===== src/rtl/core/fcce_pkg.sv =====
// Package of shared types and constants for the FAT16 cluster chain engine.
`default_nettype none

package fcce_pkg;

	localparam int unsigned CFG_W = 13;
	localparam int unsigned CNT_W = 17;

	localparam logic [15:0] LINK_FREE      = 16'h0000;
	localparam logic [15:0] LINK_EOC       = 16'hFFFF;
	localparam logic [15:0] LINK_MEDIA     = 16'hFFF8;
	localparam logic [15:0] LINK_LAST_DATA = 16'hFFF7;
	localparam logic [15:0] FIRST_DATA     = 16'h0002;
	localparam logic [CFG_W-1:0] ACTIVE_RESET = 13'd4096;

	typedef enum logic [1:0] {
		KIND_WRITE = 2'd0,
		KIND_READ  = 2'd1,
		KIND_ALLOC = 2'd2,
		KIND_FREE  = 2'd3
	} kind_t;

	typedef enum logic [1:0] {
		ST_OK    = 2'd0,
		ST_FULL  = 2'd1,
		ST_RANGE = 2'd2,
		ST_LIMIT = 2'd3
	} status_t;

	typedef enum logic [1:0] {
		VAL_ZERO  = 2'd0,
		VAL_RDATA = 2'd1,
		VAL_FOUND = 2'd2
	} val_sel_t;

	typedef struct packed {
		kind_t       kind;
		logic [15:0] cluster_index;
		logic [15:0] entry_value;
		logic [15:0] link_from;
	} fcce_item_t;

	typedef struct packed {
		logic [15:0]      result_value;
		logic [CFG_W-1:0] freed_count;
		status_t          status;
	} fcce_result_t;

	typedef struct packed {
		logic     load;
		logic     clr_wr;
		logic     wr_idx;
		logic     rd_idx;
		logic     scan_start;
		logic     scan_step;
		logic     mark;
		logic     link;
		logic     walk_rd;
		logic     walk_clr;
		logic     fin;
		status_t  fin_status;
		val_sel_t fin_val;
	} fcce_ctrl_t;

	typedef struct packed {
		kind_t kind;
		logic  clr_last;
		logic  idx_ok;
		logic  prev_bad;
		logic  prev_nz;
		logic  found;
		logic  scan_more;
		logic  cur_data;
		logic  cur_ok;
		logic  limit;
	} fcce_stat_t;

endpackage

`default_nettype wire


===== src/rtl/core/fcce_controller.sv =====
// Controller state machine of the FAT16 cluster chain engine.
`default_nettype none

module fcce_controller (
	input  wire                  clk,
	input  wire                  arst_n,
	input  wire                  start,
	output logic                 busy,
	output logic                 done,
	input  fcce_pkg::fcce_stat_t stat,
	output fcce_pkg::fcce_ctrl_t ctrl
);
	import fcce_pkg::*;

	typedef enum logic [3:0] {
		S_CLEAR,
		S_IDLE,
		S_DECODE,
		S_READ,
		S_SCAN,
		S_MARK,
		S_LINK,
		S_WALK,
		S_WALK_WB
	} state_t;

	state_t state_q;
	state_t state_d;
	logic   busy_q;
	logic   done_q;

	always_comb begin
		ctrl    = '0;
		state_d = state_q;
		case (state_q)
			S_CLEAR: begin
				ctrl.clr_wr = 1'b1;
				if (stat.clr_last) begin
					state_d = S_IDLE;
				end
			end
			S_IDLE: begin
				if (start) begin
					ctrl.load = 1'b1;
					state_d   = S_DECODE;
				end
			end
			S_DECODE: begin
				case (stat.kind)
					KIND_WRITE: begin
						ctrl.wr_idx     = stat.idx_ok;
						ctrl.fin        = 1'b1;
						ctrl.fin_status = stat.idx_ok ? ST_OK : ST_RANGE;
						state_d         = S_IDLE;
					end
					KIND_READ: begin
						if (stat.idx_ok) begin
							ctrl.rd_idx = 1'b1;
							state_d     = S_READ;
						end else begin
							ctrl.fin        = 1'b1;
							ctrl.fin_status = ST_RANGE;
							state_d         = S_IDLE;
						end
					end
					KIND_ALLOC: begin
						if (stat.prev_bad) begin
							ctrl.fin        = 1'b1;
							ctrl.fin_status = ST_RANGE;
							state_d         = S_IDLE;
						end else begin
							ctrl.scan_start = 1'b1;
							state_d         = S_SCAN;
						end
					end
					default: begin
						state_d = S_WALK;
					end
				endcase
			end
			S_READ: begin
				ctrl.fin     = 1'b1;
				ctrl.fin_val = VAL_RDATA;
				state_d      = S_IDLE;
			end
			S_SCAN: begin
				if (stat.found) begin
					state_d = S_MARK;
				end else if (stat.scan_more) begin
					ctrl.scan_step = 1'b1;
				end else begin
					ctrl.fin        = 1'b1;
					ctrl.fin_status = ST_FULL;
					state_d         = S_IDLE;
				end
			end
			S_MARK: begin
				ctrl.mark = 1'b1;
				if (stat.prev_nz) begin
					state_d = S_LINK;
				end else begin
					ctrl.fin     = 1'b1;
					ctrl.fin_val = VAL_FOUND;
					state_d      = S_IDLE;
				end
			end
			S_LINK: begin
				ctrl.link    = 1'b1;
				ctrl.fin     = 1'b1;
				ctrl.fin_val = VAL_FOUND;
				state_d      = S_IDLE;
			end
			S_WALK: begin
				if (!stat.cur_data) begin
					ctrl.fin = 1'b1;
					state_d  = S_IDLE;
				end else if (!stat.cur_ok) begin
					ctrl.fin        = 1'b1;
					ctrl.fin_status = ST_RANGE;
					state_d         = S_IDLE;
				end else if (stat.limit) begin
					ctrl.fin        = 1'b1;
					ctrl.fin_status = ST_LIMIT;
					state_d         = S_IDLE;
				end else begin
					ctrl.walk_rd = 1'b1;
					state_d      = S_WALK_WB;
				end
			end
			S_WALK_WB: begin
				ctrl.walk_clr = 1'b1;
				state_d       = S_WALK;
			end
			default: begin
				state_d = S_IDLE;
			end
		endcase
	end

	always_ff @(posedge clk or negedge arst_n) begin
		if (!arst_n) begin
			state_q <= S_CLEAR;
			busy_q  <= 1'b1;
			done_q  <= 1'b0;
		end else begin
			state_q <= state_d;
			busy_q  <= (state_d != S_IDLE);
			done_q  <= ctrl.fin;
		end
	end

	assign busy = busy_q;
	assign done = done_q;

	// A result beat always ends an item, so the engine is free again while it is shown.
	a_done_idle: assert property (@(posedge clk) disable iff (!arst_n)
		done_q |-> !busy_q && state_q == S_IDLE)
		else $error("result beat while the engine is still busy");

	a_done_single: assert property (@(posedge clk) disable iff (!arst_n)
		done_q |=> !done_q)
		else $error("two result beats in consecutive cycles");

	a_done_after_work: assert property (@(posedge clk) disable iff (!arst_n)
		done_q |-> $past(busy_q) && $past(state_q) != S_CLEAR)
		else $error("result beat without an item in progress");

	a_clear_blocks: assert property (@(posedge clk) disable iff (!arst_n)
		state_q == S_CLEAR |-> busy_q && !ctrl.load)
		else $error("item taken during the table initialisation");

endmodule

`default_nettype wire


===== config.mk =====
export PLATFORM = sky130hd
export DESIGN_NAME = fcce_controller
export DESIGN_NICKNAME = d
export VERILOG_FILES = /design/src/rtl/core/fcce_pkg.sv /design/src/rtl/core/fcce_controller.sv
export SDC_FILE = /design/constraint.sdc
export NUM_CORES = 1
export LEC_CHECK = 0
export BUFFER_PORTS_ARGS = -buffer_cell sky130_fd_sc_hd__buf_2
export CAP_MARGIN = 20
export CORE_MARGIN = 5
export CORE_UTILIZATION = 43
export DETAILED_ROUTE_END_ITERATION = 12
export PLACE_DENSITY = 0.82
export SETUP_SLACK_MARGIN = 0.15
export SLEW_MARGIN = 20
export SYNTH_ARGS = -nofsm -noshare
export SYNTH_HDL_FRONTEND = slang
export SYNTH_SLANG_ARGS = --single-unit

===== constraint.sdc =====
create_clock -name clk -period 2.7 [get_ports clk]
set_clock_uncertainty 0.2 [all_clocks]
set_input_delay 0.54 -clock clk [delete_from_list [all_inputs] [get_ports clk]]
set_output_delay 0.54 -clock clk [all_outputs]
set_load 0.05 [all_outputs]

==> run metrics <==
FMAX=roughly 0.4 GHz; Via-to-Cell Ratio=approximately 5.7; Mean Syn Cell Area=just over 8 sq um; Post-synth EDFFs=0; leak pwr=roughly 0.41 nW; final setup violation count=0; dpl cells=around 120; Antenna diodes=0; Reg2Reg Depth=5; async set-reset flop share out of synthesis=100.0%; fin nets=between 100 and 150; maximum vdd drop=about 0.55 mV; Req. time, crit path=approximately 2000 ps; Synth Area in Adders=0%; Core Region=between 1000 and 1500 sq um; Port Buffers=30; Synth Area in Compound Gates=about a fifth; Buffers & Inverters on Critical Path=2; cell taking the most area after synthesis=dfrtp_1; largest net degree at the start of global routing=17; Final Total Pwr=roughly 0.00083 W; Hold Path Origin=stat[0]; crit-path leading delay family=simple AND/OR/NAND/NOR gates; Post-route DRC=0; Slew @ Worst Pin=about 350 ps; internal reg-to-reg setup slack=490 ps; r2r endpoint=busy; post-synthesis cell area=576.8 sq um; yosys warns=0; worst hold path class=in -> reg; Max clock buf depth=2; Worst Path Max Fanout=10; Levels on crit path=4; FP Rows=13; RSZ-0062 raised after global routing=false; H-tree Lvls=1; effective utilization at floorplan=roughly 45%; first-pass GRT wire length=2925 um; Yosys cell types=36; worst relative slew slack=76.34%; Commonest cells post-synth=nor2_1 (9), nand2_1 (6), dfrtp_1 (5); Setup CP Type=reg -> out; Pins Over Slew Limit=0; sequence of cells on the critical path=buf_4 -> or4b_1 -> nor2_2 -> buf_6; Max Cap Violations=0; total track usage=18.89%; synth top area cells=dfrtp_1 (22%), or4b_1 (6.9%), nor2_1 (5.9%); DRT antenna net count=0; outcome=finished clean; worst skew pair latency=240 ps; routed len/inst=between 10 and 15 um; vias in the first global route=704; largest family of logic cells by synthesized area=simple AND/OR/NAND/NOR gates; xor/xnor share of the synthesized area=0%; routed via count=686; Die X=around 47 um; top-count cell post-synth=nor2_1; Seq/Total Area, Yosys=between 20% and 30%; DIE HEIGHT=46.63 um; Post-Synth Simple-Gate Area=between 40 and 50%; Placer Congestion=0.7855; Area Growth Syn to Fin=50.76%; post-synth top area share=a little over a fifth; crit path time final=approximately 2500 ps; DR iter-0 viols=12; number of clock buffers inserted by TritonCTS=3; hold path endpoint=state_q[3]; final hold vios=0; clk slew on worst S/H paths=around 50 ps; Finished Layout Cells=roughly 120; Root Buffer=clkbuf_4; die area=between 2000 and 2500 sq um; Crit. End Element=output port; Hold Path Cell Cnt=2; initial antenna violation count=0; Routed WL=about 1800 um; ratio of cells with drive above 1 in the final layout=approximately 53%; CP max-delay cell=or4b_1; crit path DAT=between 1500 and 2000 ps; dpl hpwl=1328 um; Synthesized Nets=85; post-synthesis register bit count=6; slowest stage delay, CP=600 ps; reg2reg start=state_q[3]; Top FF cell, synth=dfrtp_1; Period Utilization, post-route=about nine tenths; Clock Sink Count=6; post-synthesis cell count=71; element type at the critical path start=flop; # IOs=31; multiplexer area fraction after synthesis=between 1.5 and 2%; CTS tree=done; Initial DRT Pass Iterations=4; global route total overflow=0; PD cells=~950 nW/um^2
==> worst reg2reg max path, stage by stage (launching register included) <==
cell     delay [ps]
dfrtp_1         380
buf_4           170
or4b_1          600
o22ai_2         160
nor4_1           90
or4b_1          520
==> power by group <==
part | switching, W | total, W | internal (W)
Sequential | 0.0000123 | 0.000140 | 0.000128
Clock | 0.0000349 | 0.0000911 | 0.0000562
Combinational | 0.000404 | 0.000597 | 0.000193
==> registers in the layout, summed over array words and instances (netlist names) <==
signal and count:
state_q 4, busy 1, done 1
==> stage by stage <==
step	cell area (sq um)	TNS [ps]	utilization, %	hold WS [ps]	setup slack, ps
floorplan	614.3	-12.78	-	44.41	-12.78
global placement	789.5	0	61.44	163.7	368.5
detailed placement	789.5	0	61.44	169.3	353.5
CTS	842.1	0	65.53	341.5	161.5
global route	869.6	0	67.67	355.7	150.0
finish	869.6	0	67.67	346.2	227.9
==> layer usage <==
| layer | global-route usage, % | part of all wire [%] |
|---|---|---|
| met2 | 33.79 | 51 |
| met5 | 0 | 0 |
| met4 | 9.945 | 2.1 |
| met3 | 3.125 | 6.9 |
| met1 | 20.98 | 40 |
==> placed cells by master, fill, tap and decap left out, drive strengths merged, types with 2 or more instances in the layout <==
master  netlist  final
or4b          4      4
nand2b        3      3
nor4b         2      2
buf           4     34
nor3b         3      3
o21ai         3      3
a21oi         2      2
nand2         6      6
o22ai         2      2
clkbuf        1      5
nor2          9      9
nand3b        2      2
nor4          2      2
and2b         2      2
dfrtp         5      5
inv           3      3
==> timing repair <==
item,CTS,global route
hold buffers,1,0
setup endpoints to repair,6,6
pin swaps,0,0
gates resized for setup,6,8
endpoints found under the hold margin,5,0
buffers inserted,0,1
==> worst max path at each step <==
| stage | from | endpoint |
|---|---|---|
| after detailed placement | state_q[3] | ctrl[12] |
| after global routing | state_q[3] | ctrl[4] |
| final | state_q[3] | ctrl[14] |
| after CTS | state_q[3] | ctrl[6] |
| after floorplan | state_q[3] | ctrl[12] |
| after global placement | state_q[3] | ctrl[12] |
==> final cells by class <==
class / instances / area (sq um)
sequential: 6 / 151.4
tap: 15 / 18.77
multi-input combinational: 57 / 439.2
inverter: 3 / 11.26
clock buffer: 4 / 26.28
timing repair buffer: 36 / 222.7
fill: 112 / 415.4
==> logic make-up (layout without fill, tap and decap cells) <==
family          after synthesis  in the layout
compound gates               14             14
buf+inv                       8             43
flops                         6              6
mux                           1              1
simple gates                 42             42
(Power assumes the default switching activity.)
